### config.mk
export PLATFORM = sky130hd
export DESIGN_NAME = i2c_master_bit_sequencer_flat
export DESIGN_NICKNAME = d
export VERILOG_FILES = /design/src/rtl/i2cm_pkg.sv /design/src/rtl/i2cm_if.sv /design/src/rtl/i2cm_front.sv /design/src/rtl/i2cm_back.sv /design/src/rtl/i2c_master_bit_sequencer.sv /design/src/flat_wrapper.sv
export SDC_FILE = /design/constraint.sdc
export NUM_CORES = 1
export LEC_CHECK = 0
export ABC_AREA = 1
export BUFFER_PORTS_ARGS = -buffer_cell sky130_fd_sc_hd__buf_2
export CORE_ASPECT_RATIO = 0.7
export CORE_UTILIZATION = 45
export CTS_CLUSTER_DIAMETER = 60
export CTS_CLUSTER_SIZE = 20
export DETAILED_ROUTE_END_ITERATION = 12
export GPL_ROUTABILITY_DRIVEN = 1
export PLACE_DENSITY_LB_ADDON = 0.3
export REMOVE_ABC_BUFFERS = 1
export SLEW_MARGIN = 20
export SYNTH_ARGS = -nofsm -noshare
export SYNTH_HDL_FRONTEND = slang
export SYNTH_SLANG_ARGS = --single-unit
export TNS_END_PERCENT = 10
### constraint.sdc
create_clock -name i_clk -period 4.17 [get_ports i_clk]
set_clock_uncertainty 0.05 [all_clocks]
set_input_delay 0.2085 -clock i_clk [delete_from_list [all_inputs] [get_ports i_clk]]
set_output_delay 0.2085 -clock i_clk [all_outputs]
set_load 0.01 [all_outputs]
### src/rtl/i2cm_pkg.sv
// i2cm_pkg: shared types and constants of the i2c master bit sequencer
// no dependencies; imported by the front, back and top level modules

package i2cm_pkg;

    localparam int unsigned DELAY_W = 16;

    localparam logic [3:0]         BITS_PER_BYTE = 4'd8;
    localparam logic [DELAY_W-1:0] DELAY_RESET   = 16'd10;
    localparam int unsigned        MSB_BIT       = 7;
    localparam int unsigned        QUEUE_DEPTH   = 2;

    // command codes, same encoding as the mode field
    typedef enum logic [2:0] {
        OP_IDLE  = 3'd0,
        OP_START = 3'd1,
        OP_STOP  = 3'd2,
        OP_SEND  = 3'd3,
        OP_READ  = 3'd4,
        OP_WAIT  = 3'd5,
        OP_ACK   = 3'd6,
        OP_NACK  = 3'd7
    } t_op;

    // one classified tick as queued between front and back
    typedef struct packed {
        t_op        op;
        logic [7:0] shift_init;
        logic       sda_in;
    } t_tick;

    // one result beat
    typedef struct packed {
        logic       scl_level;
        logic       sda_level;
        logic       busy_res;
        logic       done_res;
        logic [7:0] rx_byte;
        logic       ack_missing;
        logic       rejected;
    } t_res;

    // queue status seen by the top level
    typedef struct packed {
        logic [1:0] level;
        logic       full;
    } t_q_stat;

endpackage

### src/rtl/i2cm_if.sv
// i2cm channel interfaces: tick input, result output and delay config write
// no dependencies; used by the front, back and top level modules

interface i2cm_in_if;
    logic       valid;
    logic       ready;
    logic [2:0] mode;
    logic [7:0] tx_byte;
    logic       sda_in;

    modport source (output valid, output mode, output tx_byte, output sda_in, input ready);
    modport sink   (input valid, input mode, input tx_byte, input sda_in, output ready);
endinterface

interface i2cm_out_if;
    logic       valid;
    logic       ready;
    logic       scl_level;
    logic       sda_level;
    logic       busy_res;
    logic       done_res;
    logic [7:0] rx_byte;
    logic       ack_missing;
    logic       rejected;

    modport source (
        output valid, output scl_level, output sda_level, output busy_res,
        output done_res, output rx_byte, output ack_missing, output rejected,
        input ready
    );
    modport sink (
        input valid, input scl_level, input sda_level, input busy_res,
        input done_res, input rx_byte, input ack_missing, input rejected,
        output ready
    );
endinterface

interface i2cm_cfg_if;
    logic        valid;
    logic        ready;
    logic [15:0] delay_ticks;

    modport source (output valid, output delay_ticks, input ready);
    modport sink   (input valid, input delay_ticks, output ready);
endinterface

### src/rtl/i2cm_front.sv
// i2cm_front: accepts tick beats, classifies the command and queues them
// depends on i2cm_pkg and i2cm_in_if

module i2cm_front (
    input  logic               i_clk,
    input  logic               i_rst_n,
    i2cm_in_if.sink            i_item,
    output i2cm_pkg::t_tick    o_q_data,
    output logic               o_q_valid,
    input  logic               i_q_ready,
    output i2cm_pkg::t_q_stat  o_q_stat
);
    import i2cm_pkg::*;

    t_tick      r_mem [QUEUE_DEPTH];
    logic       r_wp;
    logic       r_rp;
    logic [1:0] r_level;

    t_tick      w_tick;
    logic       w_push;
    logic       w_pop;

    // classify: only send byte keeps its data byte
    always_comb begin
        w_tick.op         = t_op'(i_item.mode);
        w_tick.shift_init = (t_op'(i_item.mode) == OP_SEND) ? i_item.tx_byte : 8'd0;
        w_tick.sda_in     = i_item.sda_in;
    end

    assign i_item.ready = (r_level != 2'(QUEUE_DEPTH));
    assign w_push       = i_item.valid && i_item.ready;
    assign o_q_valid    = (r_level != 2'd0);
    assign w_pop        = o_q_valid && i_q_ready;
    assign o_q_data     = r_mem[r_rp];

    assign o_q_stat.level = r_level;
    assign o_q_stat.full  = !i_item.ready;

    always_ff @(posedge i_clk) begin
        if (w_push) begin
            r_mem[r_wp] <= w_tick;
        end
    end

    always_ff @(posedge i_clk) begin
        if (!i_rst_n) begin
            r_wp    <= 1'b0;
            r_rp    <= 1'b0;
            r_level <= 2'd0;
        end else begin
            if (w_push) begin
                r_wp <= ~r_wp;
            end
            if (w_pop) begin
                r_rp <= ~r_rp;
            end
            priority if (w_push && !w_pop) begin
                r_level <= r_level + 2'd1;
            end else if (w_pop && !w_push) begin
                r_level <= r_level - 2'd1;
            end else begin
                r_level <= r_level;
            end
        end
    end

endmodule

### src/rtl/i2cm_back.sv
// i2cm_back: runs the bus phase sequencer one tick per queued beat
// depends on i2cm_pkg, i2cm_out_if and i2cm_cfg_if

module i2cm_back (
    input  logic            i_clk,
    input  logic            i_rst_n,
    input  i2cm_pkg::t_tick i_q_data,
    input  logic            i_q_valid,
    output logic            o_q_ready,
    i2cm_cfg_if.sink        i_cfg,
    i2cm_out_if.source      o_res
);
    import i2cm_pkg::*;

    t_op                r_op;
    logic [1:0]         r_phase;
    logic [3:0]         r_bit;
    logic [7:0]         r_shift;
    logic [DELAY_W-1:0] r_cnt;
    logic               r_scl;
    logic               r_sda;
    logic [7:0]         r_rx;
    logic               r_ack;
    logic [DELAY_W-1:0] r_delay;
    logic               r_out_valid;
    t_res               r_res;

    t_op                n_op;
    logic [1:0]         n_phase;
    logic [3:0]         n_bit;
    logic [7:0]         n_shift;
    logic [DELAY_W-1:0] n_cnt;
    logic               n_scl;
    logic               n_sda;
    logic [7:0]         n_rx;
    logic               n_ack;
    logic               n_done;
    logic               n_rej;

    logic               w_fire;
    logic [DELAY_W-1:0] w_lim;
    logic [DELAY_W:0]   w_cnt_inc;

    function automatic logic [1:0] f_phases(input t_op op);
        logic [1:0] v;
        unique case (op)
            OP_STOP: v = 2'd1;
            OP_READ: v = 2'd2;
            default: v = 2'd3;
        endcase
        return v;
    endfunction

    function automatic logic [3:0] f_bits(input t_op op);
        return (op == OP_SEND || op == OP_READ) ? BITS_PER_BYTE : 4'd1;
    endfunction

    // line levels on entry to a phase, returns {scl, sda}
    function automatic logic [1:0] f_enter(input t_op op, input logic [1:0] p,
                                           input logic [3:0] b, input logic [7:0] sh,
                                           input logic [1:0] lines);
        logic scl;
        logic sda;
        scl = lines[1];
        sda = lines[0];
        unique case (op)
            OP_START: begin
                if (p == 2'd0) begin
                    sda = 1'b1;
                    scl = 1'b1;
                end else if (p == 2'd1) begin
                    sda = 1'b0;
                end else begin
                    scl = 1'b0;
                end
            end
            OP_STOP: begin
                sda = 1'b0;
                scl = 1'b1;
            end
            OP_SEND: begin
                if (p == 2'd0) begin
                    sda = sh[MSB_BIT];
                end else if (p == 2'd1) begin
                    scl = 1'b1;
                end else begin
                    scl = 1'b0;
                    if (b == BITS_PER_BYTE - 4'd1) begin
                        sda = 1'b1;
                    end
                end
            end
            OP_READ: begin
                scl = (p == 2'd0);
            end
            OP_WAIT, OP_NACK: begin
                if (p == 2'd0) begin
                    sda = 1'b1;
                end else if (p == 2'd1) begin
                    scl = 1'b1;
                end else begin
                    scl = 1'b0;
                end
            end
            OP_ACK: begin
                if (p == 2'd0) begin
                    sda = 1'b0;
                end else if (p == 2'd1) begin
                    scl = 1'b1;
                end else begin
                    scl = 1'b0;
                end
            end
            OP_IDLE: begin
            end
        endcase
        return {scl, sda};
    endfunction

    // a beat is executed when the result register is free or drains this cycle
    assign o_q_ready = !r_out_valid || o_res.ready;
    assign w_fire    = i_q_valid && o_q_ready;
    assign w_lim     = (r_delay == '0) ? DELAY_W'(1) : r_delay;
    assign w_cnt_inc = {1'b0, r_cnt} + (DELAY_W+1)'(1);

    always_comb begin
        n_op    = r_op;
        n_phase = r_phase;
        n_bit   = r_bit;
        n_shift = r_shift;
        n_cnt   = r_cnt;
        n_scl   = r_scl;
        n_sda   = r_sda;
        n_rx    = r_rx;
        n_ack   = r_ack;
        n_done  = 1'b0;
        n_rej   = 1'b0;
        if (w_fire) begin
            if (r_op != OP_IDLE) begin
                n_rej = (i_q_data.op != OP_IDLE);
                n_cnt = w_cnt_inc[DELAY_W-1:0];
                if (w_cnt_inc >= {1'b0, w_lim}) begin
                    if (r_op == OP_READ && r_phase == 2'd0) begin
                        n_shift = {r_shift[6:0], i_q_data.sda_in};
                    end
                    if (r_op == OP_WAIT && r_phase == 2'd1) begin
                        n_ack = i_q_data.sda_in;
                    end
                    n_cnt   = '0;
                    n_phase = r_phase + 2'd1;
                    if (n_phase >= f_phases(r_op)) begin
                        n_phase = 2'd0;
                        if (r_op == OP_SEND) begin
                            n_shift = {n_shift[6:0], 1'b0};
                        end
                        n_bit = r_bit + 4'd1;
                        if (n_bit >= f_bits(r_op)) begin
                            if (r_op == OP_STOP || r_op == OP_ACK) begin
                                n_sda = 1'b1;
                            end
                            if (r_op == OP_READ) begin
                                n_rx = n_shift;
                            end
                            n_op   = OP_IDLE;
                            n_bit  = 4'd0;
                            n_done = 1'b1;
                        end
                    end
                    if (!n_done) begin
                        {n_scl, n_sda} = f_enter(r_op, n_phase, n_bit, n_shift, {n_scl, n_sda});
                    end
                end
            end else if (i_q_data.op != OP_IDLE) begin
                n_op    = i_q_data.op;
                n_phase = 2'd0;
                n_bit   = 4'd0;
                n_cnt   = '0;
                n_shift = i_q_data.shift_init;
                {n_scl, n_sda} = f_enter(n_op, n_phase, n_bit, n_shift, {r_scl, r_sda});
            end
        end
    end

    assign i_cfg.ready = 1'b1;

    always_ff @(posedge i_clk) begin
        if (!i_rst_n) begin
            r_op        <= OP_IDLE;
            r_phase     <= 2'd0;
            r_bit       <= 4'd0;
            r_shift     <= 8'd0;
            r_cnt       <= '0;
            r_scl       <= 1'b1;
            r_sda       <= 1'b1;
            r_rx        <= 8'd0;
            r_ack       <= 1'b0;
            r_delay     <= DELAY_RESET;
            r_out_valid <= 1'b0;
        end else begin
            r_op    <= n_op;
            r_phase <= n_phase;
            r_bit   <= n_bit;
            r_shift <= n_shift;
            r_cnt   <= n_cnt;
            r_scl   <= n_scl;
            r_sda   <= n_sda;
            r_rx    <= n_rx;
            r_ack   <= n_ack;
            if (i_cfg.valid) begin
                r_delay <= i_cfg.delay_ticks;
            end
            if (w_fire) begin
                r_out_valid <= 1'b1;
            end else if (o_res.ready) begin
                r_out_valid <= 1'b0;
            end
        end
    end

    always_ff @(posedge i_clk) begin
        if (w_fire) begin
            r_res.scl_level   <= n_scl;
            r_res.sda_level   <= n_sda;
            r_res.busy_res    <= (n_op != OP_IDLE);
            r_res.done_res    <= n_done;
            r_res.rx_byte     <= n_rx;
            r_res.ack_missing <= n_ack;
            r_res.rejected    <= n_rej;
        end
    end

    assign o_res.valid       = r_out_valid;
    assign o_res.scl_level   = r_res.scl_level;
    assign o_res.sda_level   = r_res.sda_level;
    assign o_res.busy_res    = r_res.busy_res;
    assign o_res.done_res    = r_res.done_res;
    assign o_res.rx_byte     = r_res.rx_byte;
    assign o_res.ack_missing = r_res.ack_missing;
    assign o_res.rejected    = r_res.rejected;

endmodule

### src/rtl/i2c_master_bit_sequencer.sv
// i2c_master_bit_sequencer: top level of the open-drain i2c master sequencer
// depends on i2cm_pkg, i2cm_if, i2cm_front and i2cm_back

// every input beat is one bus timing tick, optionally carrying a command
// (start, stop, send byte, read byte, wait ack, ack, nack) plus the sampled
// data line; every beat yields exactly one result beat with the line drives,
// busy, a done pulse, the last received byte, the ack flag and a rejected flag
// for a command given while a sequence runs. each bus phase lasts delay_ticks
// ticks (0 acts as 1), written through the config channel; the user is to
// write it only while idle, which the block does not enforce. its reset
// value is 10. throughput is one beat per clock while results drain: the
// front queues classified beats in a two-entry queue, the back executes one
// tick per clock while the result register is free or drains; a beat passes
// the queue, then the result register. the state is one register set.

module i2c_master_bit_sequencer (
    input  logic        i_clk,
    input  logic        i_rst_n,
    i2cm_in_if.sink     i_item,
    i2cm_out_if.source  o_res,
    i2cm_cfg_if.sink    i_cfg
);
    import i2cm_pkg::*;

    // classified ticks between front and back
    t_tick   w_q_data;
    logic    w_q_valid;
    logic    w_q_ready;
    t_q_stat w_q_stat;

    // front: beat acceptance, command decode, tick queue
    i2cm_front u_front (
        .i_clk    (i_clk),
        .i_rst_n  (i_rst_n),
        .i_item   (i_item),
        .o_q_data (w_q_data),
        .o_q_valid(w_q_valid),
        .i_q_ready(w_q_ready),
        .o_q_stat (w_q_stat)
    );

    // back: phase sequencer, delay register, result register
    i2cm_back u_back (
        .i_clk    (i_clk),
        .i_rst_n  (i_rst_n),
        .i_q_data (w_q_data),
        .i_q_valid(w_q_valid),
        .o_q_ready(w_q_ready),
        .i_cfg    (i_cfg),
        .o_res    (o_res)
    );

`ifndef ASSERT_OFF
    // queue never holds more than its depth, full flag tracks the level
    a_q_level : assert property (@(posedge i_clk) disable iff (!i_rst_n)
        w_q_stat.level <= 2'(QUEUE_DEPTH) &&
        w_q_stat.full == (w_q_stat.level == 2'(QUEUE_DEPTH)))
        else $error("tick queue over depth");

    // a finished sequence is not reported busy
    a_done_idle : assert property (@(posedge i_clk) disable iff (!i_rst_n)
        o_res.valid && o_res.done_res |-> !o_res.busy_res)
        else $error("done with busy set");

    // a rejection only happens during a sequence or on its last tick
    a_rej_busy : assert property (@(posedge i_clk) disable iff (!i_rst_n)
        o_res.valid && o_res.rejected |-> o_res.busy_res || o_res.done_res)
        else $error("rejected while idle");

    // a queued beat reaches the back at the latest once the result drains
    a_q_drain : assert property (@(posedge i_clk) disable iff (!i_rst_n)
        w_q_valid && o_res.ready |-> w_q_ready)
        else $error("back stalled with free result register");
`endif

endmodule
### src/flat_wrapper.sv
// flat-port wrapper written by rule: the top's interface ports become plain ports
module i2c_master_bit_sequencer_flat import i2cm_pkg::*;
  (i_clk, i_rst_n, i_item_valid, i_item_mode, i_item_tx_byte, i_item_sda_in, i_item_ready, o_res_valid, o_res_scl_level, o_res_sda_level, o_res_busy_res, o_res_done_res, o_res_rx_byte, o_res_ack_missing, o_res_rejected, o_res_ready, i_cfg_valid, i_cfg_delay_ticks, i_cfg_ready);
  i2cm_in_if i_item_i ();
  i2cm_out_if o_res_i ();
  i2cm_cfg_if i_cfg_i ();
  input  logic i_clk;
  input  logic i_rst_n;
  input wire logic [$bits(i_item_i.valid)-1:0] i_item_valid;
  input wire logic [$bits(i_item_i.mode)-1:0] i_item_mode;
  input wire logic [$bits(i_item_i.tx_byte)-1:0] i_item_tx_byte;
  input wire logic [$bits(i_item_i.sda_in)-1:0] i_item_sda_in;
  output wire logic [$bits(i_item_i.ready)-1:0] i_item_ready;
  output wire logic [$bits(o_res_i.valid)-1:0] o_res_valid;
  output wire logic [$bits(o_res_i.scl_level)-1:0] o_res_scl_level;
  output wire logic [$bits(o_res_i.sda_level)-1:0] o_res_sda_level;
  output wire logic [$bits(o_res_i.busy_res)-1:0] o_res_busy_res;
  output wire logic [$bits(o_res_i.done_res)-1:0] o_res_done_res;
  output wire logic [$bits(o_res_i.rx_byte)-1:0] o_res_rx_byte;
  output wire logic [$bits(o_res_i.ack_missing)-1:0] o_res_ack_missing;
  output wire logic [$bits(o_res_i.rejected)-1:0] o_res_rejected;
  input wire logic [$bits(o_res_i.ready)-1:0] o_res_ready;
  input wire logic [$bits(i_cfg_i.valid)-1:0] i_cfg_valid;
  input wire logic [$bits(i_cfg_i.delay_ticks)-1:0] i_cfg_delay_ticks;
  output wire logic [$bits(i_cfg_i.ready)-1:0] i_cfg_ready;
  assign i_item_i.valid = i_item_valid;
  assign i_item_i.mode = i_item_mode;
  assign i_item_i.tx_byte = i_item_tx_byte;
  assign i_item_i.sda_in = i_item_sda_in;
  assign i_item_ready = i_item_i.ready;
  assign o_res_valid = o_res_i.valid;
  assign o_res_scl_level = o_res_i.scl_level;
  assign o_res_sda_level = o_res_i.sda_level;
  assign o_res_busy_res = o_res_i.busy_res;
  assign o_res_done_res = o_res_i.done_res;
  assign o_res_rx_byte = o_res_i.rx_byte;
  assign o_res_ack_missing = o_res_i.ack_missing;
  assign o_res_rejected = o_res_i.rejected;
  assign o_res_i.ready = o_res_ready;
  assign i_cfg_i.valid = i_cfg_valid;
  assign i_cfg_i.delay_ticks = i_cfg_delay_ticks;
  assign i_cfg_ready = i_cfg_i.ready;
  i2c_master_bit_sequencer u_core (.i_clk(i_clk), .i_rst_n(i_rst_n), .i_item(i_item_i), .o_res(o_res_i), .i_cfg(i_cfg_i));
endmodule
Word-level counts from Yosys, hierarchy flattened
Memories as Yosys holds them, arrays and structs flattened. A register that Yosys moved wholly into a read port is not among the register bits. Index checks and enable logic that the tools add are counted.

Add/sub/neg operators: 5. Magnitude comparators: 3. Eq/ne operators: 20. Mux-type cells: 89. Bitwise operators: 2. Reduce and logical (&&, ||, !) cells: 30.

Operators by type and width (number): 8-bit 2-to-1 mux (14); 16-bit 2-to-1 mux (4); 1-bit 2-to-1 mux (40); 4-bit 2-to-1 mux (9); 3-bit == test, second input constant (8); 2-bit 2-to-1 mux (12); 3-bit 2-to-1 mux (6); 16-bit by 1-bit adder with 17-bit output, second input constant (1); 17-bit by 16-bit >= comparator with 1-bit output (1); 16-bit zero test (1); 3-bit by 2-bit == test with 1-bit output, second input constant (5); 3-bit nonzero test (3); 2-bit nonzero test (4); 3-bit by 1-bit == test with 1-bit output, second input constant (2); 1-bit logical AND (6); 3-bit OR reduction (2); 1-bit case mux with 5 select lines (1); 2-bit by 1-bit adder with 2-bit output, second input constant (2); 4-bit by 1-bit adder with 4-bit output, second input constant (1); 2-bit by 1-bit == test with 1-bit output, second input constant (2); 4-bit by 3-bit == test with 1-bit output, second input constant (1); 4-bit >= comparator (1); 2-bit zero test (2); 1-bit case mux with 4 select lines (1); other kinds (13) (20).

Flip-flop bits (word level): 79. Bits in writable memories: 24. Input port bits: 33. Output and inout port bits: 17. Memories: 1.

Memory list: u_core.u_front.r_mem (words 2, bits a word 12, rd ports 1, clocked after memory_dff 1, wr ports 1, line i2cm_front.sv:15) `t_tick r_mem [QUEUE_DEPTH];`.

Logic depth before layout (Yosys ltp)
Gate-level depths: netlist of run 1.

Word-level depth: 20. Mapped depth: 24.

Modules after synthesis
From an unflattened synthesis of run 1, not the netlist that was laid out.

Cell total of the unflattened synthesis: 721. Area, all modules: 5693.0 um^2.

Modules (own cells, without submodules): i2cm_back (times used 1, cells an instance 629, area an instance 4469.3 um^2, seq. area each 1641.6 um^2); i2cm_front (times used 1, cells an instance 92, area an instance 1223.7 um^2, seq. area each 820.8 um^2).

Least setup slack after synthesis of run 1
Ideal clock, no wire load.

Path type: reg-to-reg. From: reg u_core.u_back.r_cnt[0]. To: reg, netlist name u_core.u_back.o_res.rx_byte[3]. Arrival: 2.693 ns. Path slack: 1.176 ns. Stages on the path, launching flop included: 21. Buffers on the path: 1. Period minus slack after synthesis: 2.994 ns. Cell sequence: dfxtp_1 ha_1 nand2_1 inv_2 nand3_2 nor2_4 nand3_1 nor2_1 xor2_1 inv_1 ha_1 nand2_1 inv_1 nand2_1 nor4_1 nor2_2 a21oi_4 buf_6 nand3_1 nand2_1 inv_1.

Cells in the longest elaborated chain, start to end: 5.

RTL lines: start: declaration (line i2cm_back.sv:19) `logic [DELAY_W-1:0] r_cnt;`; start signal: assignment (line i2cm_back.sv:204) `r_cnt <= n_cnt;`; 16-bit by 1-bit adder with 17-bit output (line i2cm_back.sv:124) `assign w_cnt_inc = {1'b0, r_cnt} + (DELAY_W+1)'(1);`; 17-bit by 16-bit >= comparator with 1-bit output (line i2cm_back.sv:142) `if (w_cnt_inc >= {1'b0, w_lim}) begin`; 8-bit 2-to-1 mux (line i2cm_back.sv:142); 8-bit 2-to-1 mux (line i2cm_back.sv:139) `if (r_op != OP_IDLE) begin`; 8-bit 2-to-1 mux (line i2cm_back.sv:138) `if (w_fire) begin`; named net u_core.u_back.n_rx[3] (line i2cm_back.sv:35) `logic [7:0] n_rx;`.

The timed path passes the listed nets, and every way through them passes these cells. A chain may end at the register's enable or synchronous reset.

Worst setup path after layout of run 1
From: reg u_core.u_back.r_cnt[0]. To: reg u_core.u_back.r_cnt[1].

Cells in the longest elaborated chain, start to end: 4.

RTL lines (line): 16-bit by 1-bit adder with 17-bit output * (i2cm_back.sv:124); 17-bit by 16-bit >= comparator with 1-bit output (i2cm_back.sv:142); 16-bit 2-to-1 mux * (i2cm_back.sv:142); 16-bit 2-to-1 mux * (i2cm_back.sv:139).

Every way passes the cells marked *; elsewhere a longest branch is shown, timed or not.

==> flow_summary.toml, run 1 <==
[cells_and_area]
multi_input_area_um2 = 2680
filler_cell_count = 1144
seq_area_um2 = 2460
finalCoreUtilization_pct = 52.9
diodes_inserted = 0
area_growth_pct = 11.7
layout.nets = 829
drive_above_1_share_pct = 14.7
fin_area_um2 = 6330

[hold_path]
timing.hold.worst_endpoint = "u_core.u_back.r_delay[1]"
hold_path_startpoint = "i_cfg_delay_ticks[1]"
min_delay_path_class = "in -> reg"
worst_hold_stages = 3

[power]
irDropWorstVdd_mv = 0.530
leakagePower_nw = 2.93
power-per-cell-area_nw_per_um2 = 718

[worst_setup_path]
worst_ep_required_time_ns = 4.40
kind_of_launch_point_of_the_worst_setup_path = "flop"
critical-path-top-cell-by-count = "nand2_1"
worst_path_largest_cell_delay_ns = 0.39
worstPathCellList = "inv_1 -> nor2_1 -> nand4_1 -> nor2_1 -> nand2_1 -> xor2_1 -> inv_1 -> ha_1 -> nand2_1 -> inv_1 -> nand2_1 -> nor2_1 -> a21oi_1 -> nand2_1 -> nand2_1 -> nand2_1 -> nand2_1 -> nand3_1 -> nand2_4 -> nand2_2 -> nor3_2"
timing.reg2reg.setup_slack_ns = 0.49
worst_ep_arrival_time_ns = 3.90
crit_path_top_delay_cell = "dfxtp_1"
path_delay_family = "simple AND/OR/NAND/NOR gates"
r2r_cells = 21
critical_path_class = "reg -> reg"
timing.critical_path.buf_inv = 3
setup.worst_path.end_class = "flop"
regToRegEndpoint = "u_core.u_back.r_cnt[1]"
path_max_fanout = 20
rr_startpoint = "u_core.u_back.r_cnt[0]"

[clocking]
post_cts_resize_count = 0
cts_tree = "yes"
cts_max_level = 3
cts.path.max_buffers = 2
post-cts-setup-buffer-count = 0
worst_skew_pair.late_latency_ns = 0.36
number_of_sinks_driven_by_the_clock_tree = 104
cts_root_buffer = "clkbuf_16"
cts_made_buffers = 9
clkTransAtPathRegs_ns = 0.08

[routing]
antenna_left = 0
drt-pass1-iter-count = 5
wirelength_met1_mm = 6.78
routed-wl-met3_um = 689
maxUsedRoutingLayer = "met4"
detail_route.wl_per_cell_um = 14.0
drt-total-wl_mm = 13.0
detail_route.drc_violations = 0
initialDrtViolationCount = 326
detailroute.via_count = 4802
wl_met2_mm = 5.38
viasPerCell = 5.15

[die]
die_w_um = 136
num_io_pins = 50
row_count = 33
design.die.area_um2 = 13100
starting_density_pct = 47.3
core-area_um2 = 12000
die_h_um = 95.9

[yosys]
netlist.top_cell.by_area = "dfxtp_1"
post_synth_instance_area_um2 = 5670
yosysWarningCount = 0
ys_seq_elements = 104
synth.area.top_cells = "dfxtp_1 (23%), edfxtp_1 (20%), nand2_1 (11%)"
post_synthesis_sequential_area_ratio_pct = 43.4
edff_count_synth = 38
yosysTopAreaCellShare_pct = 23.3
dominantRegCellSynth = "dfxtp_1"
synthArstFlopShare_pct = 0
yosysUniqueCellTypes = 52
syn_inst = 726
syn-mean-instance-area_um2 = 7.81

[global_routing]
grt_max_degree = 32
grt_first_pass_wirelength_mm = 21.5
grt_pass1_vias = 4445
antenna_violations_before_repair = 0
globalRouteOverflowTotal = 0
globalRouteTotalUtil_pct = 21.5

[timing]
final-setup-viol-count = 0
clock.fmax_ghz = 0.272
setup_slack_ns = 0.494
layout_min_cycle_time_ns = 3.68
timing_max_transition_violations_final = 0
final_hold_viol_count = 0
setup_tns_ns = 0
worst_slew_pin_slew_ns = 0.774
rsz0062_at_grt = "false"
part_of_the_cycle_the_worst_path_needs_pct = 88.2
relSlewSlack_pct = 48.4

[place]
dp.final_hpwl_mm = 9.54
place.port_buffers = 48
dpl_worst_slack_ns = 0.577
dpl_cell_area_um2 = 6000
globalplace.congestion = 0.888

[job]
maxCapViolations = 0

[run_status]
run_status = "finished clean"
[synth_stat cells, types with 10 or more instances]
cell type and count:
ha_1 25, nor2_1 89, inv_2 11, xor2_1 10, edfxtp_1 38, nand3_1 30, nand4_1 16, a21oi_1 40
inv_1 99, nand2_1 159, dfxtp_1 66, o21ai_0 48
[worst max path at each step]
stage	start	end	cells after the start
2_1_floorplan	u_core.u_back.r_cnt[0]	u_core.u_back.o_res.rx_byte[0]	19
3_3_place_gp	u_core.u_back.r_cnt[0]	u_core.u_back.o_res.rx_byte[0]	17
3_5_place_dp	u_core.u_back.r_cnt[0]	u_core.u_back.r_cnt[1]	21
4_1_cts	u_core.u_back.r_cnt[0]	u_core.u_back.o_res.rx_byte[0]	17
5_1_grt	u_core.u_back.r_cnt[0]	u_core.u_back.o_res.rx_byte[0]	21
6_report	u_core.u_back.r_cnt[0]	u_core.u_back.r_cnt[1]	21
[worst register-to-register path: stages (launching register included)]
cell and delay [ns]:
dfxtp_1 0.39, inv_1 0.07, nor2_1 0.22, nand4_1 0.23, nor2_1 0.28, nand2_1 0.11, xor2_1 0.21, inv_1 0.08
ha_1 0.30, nand2_1 0.06, inv_1 0.06, nand2_1 0.08, nor2_1 0.06, a21oi_1 0.12, nand2_1 0.07, nand2_1 0.06
nand2_1 0.04, nand2_1 0.17, nand3_1 0.16, nand2_4 0.19, nand2_2 0.36, nor3_2 0.24
[sequential cells by signal, indices dropped and copies added, names as in the netlist, 2 cells and up, named ones only]
register	flops
u_core.u_back.r_delay	16
u_core.u_front.r_mem	24
u_core.u_back.r_shift	8
u_core.u_back.r_phase	2
u_core.u_back.r_bit	4
u_core.u_back.o_res.rx_byte	8
u_core.u_back.r_rx	8
u_core.u_back.r_op	3
u_core.u_back.r_cnt	16
u_core.u_front.r_level	2
[routing by layer]
metal	track usage (%)	up-vias
met4	7.04	0
met1	31.3	2174
met3	3.95	18
met2	31.9	152
li1	-	2458
met5	0	-
[cell families (layout without fill, tap and decap cells)]
group	count (synthesis)	in the layout	share of synthesized area, %
AOI/OAI and AO/OA	115	115	11.9
xor gates and xnor gates	14	14	2.16
adders and majority gates	25	25	5.52
buffers and inverters	129	179	9.42
DFF	104	104	43.4
muxes	5	5	0.883
other	1	1	0.0661
and+or+nand+nor	333	333	26.6
[final cells by class]
cell class	instances	area share, %
multi-input combinational	493	42.3
inverter	111	6.62
tap	157	3.10
clock buffer	9	3.56
sequential	104	38.9
clock inverter	7	1.17
timing repair buffer	52	4.39
[power by group]
part           total [mW]  switching [mW]  internal (mW)
clock network       0.837           0.415          0.422
registers            1.47           0.158           1.31
logic                2.24            1.57          0.671
[stage by stage]
stage	hold WS [ns]	cells	power, mW
final	0.0199	933	4.54
after global routing	0.0135	933	4.91
after CTS	0.00660	933	4.53
after detailed placement	0.353	914	3.68
after global placement	0.349	914	3.62
after floorplan	0.243	708	3.07
[cells in the final DEF (no fill, tap or decap), types with 3 or more instances in the layout]
cell type and count:
nand2_1 159, inv_1 99, nor2_1 87, dfxtp_1 66, o21ai_0 48, buf_2 48, a21oi_1 40, edfxtp_1 38
nand3_1 30, ha_1 25, nand4_1 16, inv_2 11, xor2_1 10, clkbuf_16 9, nor3_2 8, nand2_2 5
nor4_1 5, nor2_4 5, mux2i_1 5, xnor2_1 4, nand3_2 4, nor2_2 3, o21ai_2 3, inv_6 3
dlygate4sd3_1 3
[what timing repair did]
item                       CTS  global route
hold endpoints to repair     6             0
hold buffers                 3             0
setup endpoints to repair    0             0
Power figures use the tool's default switching activity.
==> inputs of run 2 (changes only) <==
Settings changed: PLACE_DENSITY from default to 0.74, PLACE_DENSITY_LB_ADDON 0.3 to default.
==> run 2 against run 1 <==
Sequential power about the same. Worst hold slack worse by 0.0051 ns. Via count is 2.6% lower. Die area did not move. Non-clock buffer count did not move. Design area down 0.14%. Setup slack better by 0.12 ns. Clock power increased by 2%. Final cell count unchanged. Global-route usage shrank 1.6 points. Critical endpoint is now u_core.u_back.r_cnt[2]. Largest cell class unchanged.
==> flow_summary.toml, run 2 (synthesized netlist as in run 1, its figures left out) <==
[cells_and_area]
largest-register = "u_core.u_front.r_mem"
area_growth_pct = 11.5
largestRegisters = "u_core.u_front.r_mem (24), u_core.u_back.r_cnt (16), u_core.u_back.r_delay (16)"
mostFrequentLayoutCells = "nand2_1 (159), inv_1 (99), nor2_1 (88)"
layout.cells.most_common = "nand2_1"
layout.nets = 829
drive_above_1_share_pct = 14.3
largest_register_ff_count = 24
fin_area_um2 = 6320
diodes_inserted = 0

[worst_setup_path]
regToRegEndpoint = "u_core.u_back.r_cnt[2]"
rr_startpoint = "u_core.u_back.r_cnt[0]"
kind_of_launch_point_of_the_worst_setup_path = "flop"
path_delay_family = "simple AND/OR/NAND/NOR gates"
crit_start = "u_core.u_back.r_cnt[0]"
critical-path-top-cell-by-count = "nand2_1"
path_max_fanout = 20
r2r_cells = 21
worst_path_largest_cell_delay_ns = 0.39
setup.worst_path.end_class = "flop"
critical_path.endpoint = "u_core.u_back.r_cnt[2]"
worstPathCellList = "inv_1 -> nor2_1 -> nand4_1 -> nor2_1 -> nand2_1 -> xor2_1 -> inv_1 -> ha_1 -> nand2_1 -> inv_1 -> nand2_1 -> nor2_1 -> a21oi_1 -> nand2_1 -> nand2_1 -> nand2_1 -> nand2_1 -> nand3_1 -> nand2_4 -> nand2_2 -> nor3_2"
timing.critical_path.buf_inv = 3
timing.reg2reg.setup_slack_ns = 0.61
critical_path_depth = 21
critical_path_class = "reg -> reg"
crit_path_top_delay_cell = "dfxtp_1"
worst_ep_arrival_time_ns = 3.77
worst_ep_required_time_ns = 4.39

[routing]
detailroute.via_count = 4678
antenna_left = 0
wirelength_met1_mm = 6.58
wl_met2_mm = 4.83
viasPerCell = 5.01
detail_route.drc_violations = 0
maxUsedRoutingLayer = "met4"
drt-total-wl_mm = 12.3
drt-pass1-iter-count = 5
routed-wl-met3_um = 726
detail_route.wl_per_cell_um = 13.2
initialDrtViolationCount = 364

[power]
pwr-share-clk_pct = 19.0
power-per-cell-area_nw_per_um2 = 714
share_comb_of_total_power_pct = 48.4
irDropWorstVdd_mv = 0.445
leakagePower_nw = 2.94
intPower_mw = 2.45
pwr-share-seq_pct = 32.6
netSwitchingPower_mw = 2.06
sw_frac_of_total_pct = 45.7

[timing]
clock.fmax_ghz = 0.281
part_of_the_cycle_the_worst_path_needs_pct = 85.3
final_hold_viol_count = 0
layout_min_cycle_time_ns = 3.56
setup_tns_ns = 0
relSlewSlack_pct = 29.5
timing_max_transition_violations_final = 0
worst_slew_pin_slew_ns = 1.05
rsz0062_at_grt = "false"
final-setup-viol-count = 0
hold-worst-slack_ns = 0.0148

[place]
dpl_cell_area_um2 = 6010
globalplace.congestion = 0.873
place.port_buffers = 48
dp.final_hpwl_mm = 8.74

[die]
die_h_um = 95.9
die_w_um = 136
design.die.area_um2 = 13100
row_count = 33
num_io_pins = 50
starting_density_pct = 47.3
core-area_um2 = 12000

[global_routing]
grt_pass1_vias = 4023
antenna_violations_before_repair = 0
globalRouteOverflowTotal = 0
globalRouteTotalUtil_pct = 19.9
grt_first_pass_wirelength_mm = 20.0
grt_max_degree = 32

[clocking]
cts_max_level = 3
number_of_sinks_driven_by_the_clock_tree = 104
cts_made_buffers = 9
cts_root_buffer = "clkbuf_16"
cts.path.max_buffers = 2
cts_tree = "yes"
clkTransAtPathRegs_ns = 0.07
post-cts-setup-buffer-count = 0
worst_skew_pair.late_latency_ns = 0.36

[hold_path]
min_delay_path_class = "in -> reg"

[job]
maxCapViolations = 0

[run_status]
run_status = "finished clean"
## run 2: final cells by class
type	count	area (um^2)
Fill cell	1152	5650
Timing Repair Buffer	52	275
Clock buffer	10	229
Tap cell	157	196
Multi-Input combinational cell	493	2680
Clock inverter	6	66.3
Inverter	111	419
Sequential cell	104	2460
## run 2: timing repair
action / in CTS / in global routing
hold endpoints to repair: 4 / 0
hold buffers: 2 / 0
gates resized for setup: 0 / 0
endpoints found under the setup margin: 0 / 0
## run 2: worst min-delay path by stage
stage,start,to,depth (start not counted)
floorplan,i_rst_n,u_core.u_back.r_scl,1
global placement,i_item_sda_in,u_core.u_front.r_mem[0][0],1
detailed placement,i_item_sda_in,u_core.u_front.r_mem[0][0],1
CTS,i_item_mode[1],u_core.u_front.r_mem[0][10],1
global route,i_item_mode[1],u_core.u_front.r_mem[0][10],1
finish,i_item_mode[1],u_core.u_front.r_mem[1][10],1
## run 2: worst register-to-register path, stage by stage, from the launching register on
cell and delay, ns:
dfxtp_1 0.39, inv_1 0.08, nor2_1 0.20, nand4_1 0.19, nor2_1 0.28, nand2_1 0.11
xor2_1 0.18, inv_1 0.06, ha_1 0.28, nand2_1 0.06, inv_1 0.06, nand2_1 0.08
nor2_1 0.05, a21oi_1 0.11, nand2_1 0.06, nand2_1 0.05, nand2_1 0.04, nand2_1 0.17
nand3_1 0.16, nand2_4 0.18, nand2_2 0.37, nor3_2 0.26
## run 2: per-layer routing
metal / GRT usage [%] / up-vias
met5: 0 / -
met1: 30.3 / 2074
met4: 5.28 / 0
met2: 27.7 / 136
li1: - / 2459
met3: 4.32 / 9
## run 2: power groups by stage
stage	clock network [mW]	registers, mW	logic (mW)
after CTS	0.871	1.47	2.17
after floorplan	0	1.49	1.58
after global placement	0	1.49	2.13
after detailed placement	0	1.49	2.15
after global routing	0.908	1.50	2.47
final	0.856	1.47	2.19
## run 2: stage by stage
stage	worst slack, ns	std cells	utilization (%)	total power [mW]
finish	0.614	933	52.8	4.52
global route	0.207	933	52.8	4.88
CTS	0.652	933	52.8	4.51
detailed placement	0.683	915	50.2	3.64
global placement	0.757	915	50.2	3.62
floorplan	1.10	708	-	3.07
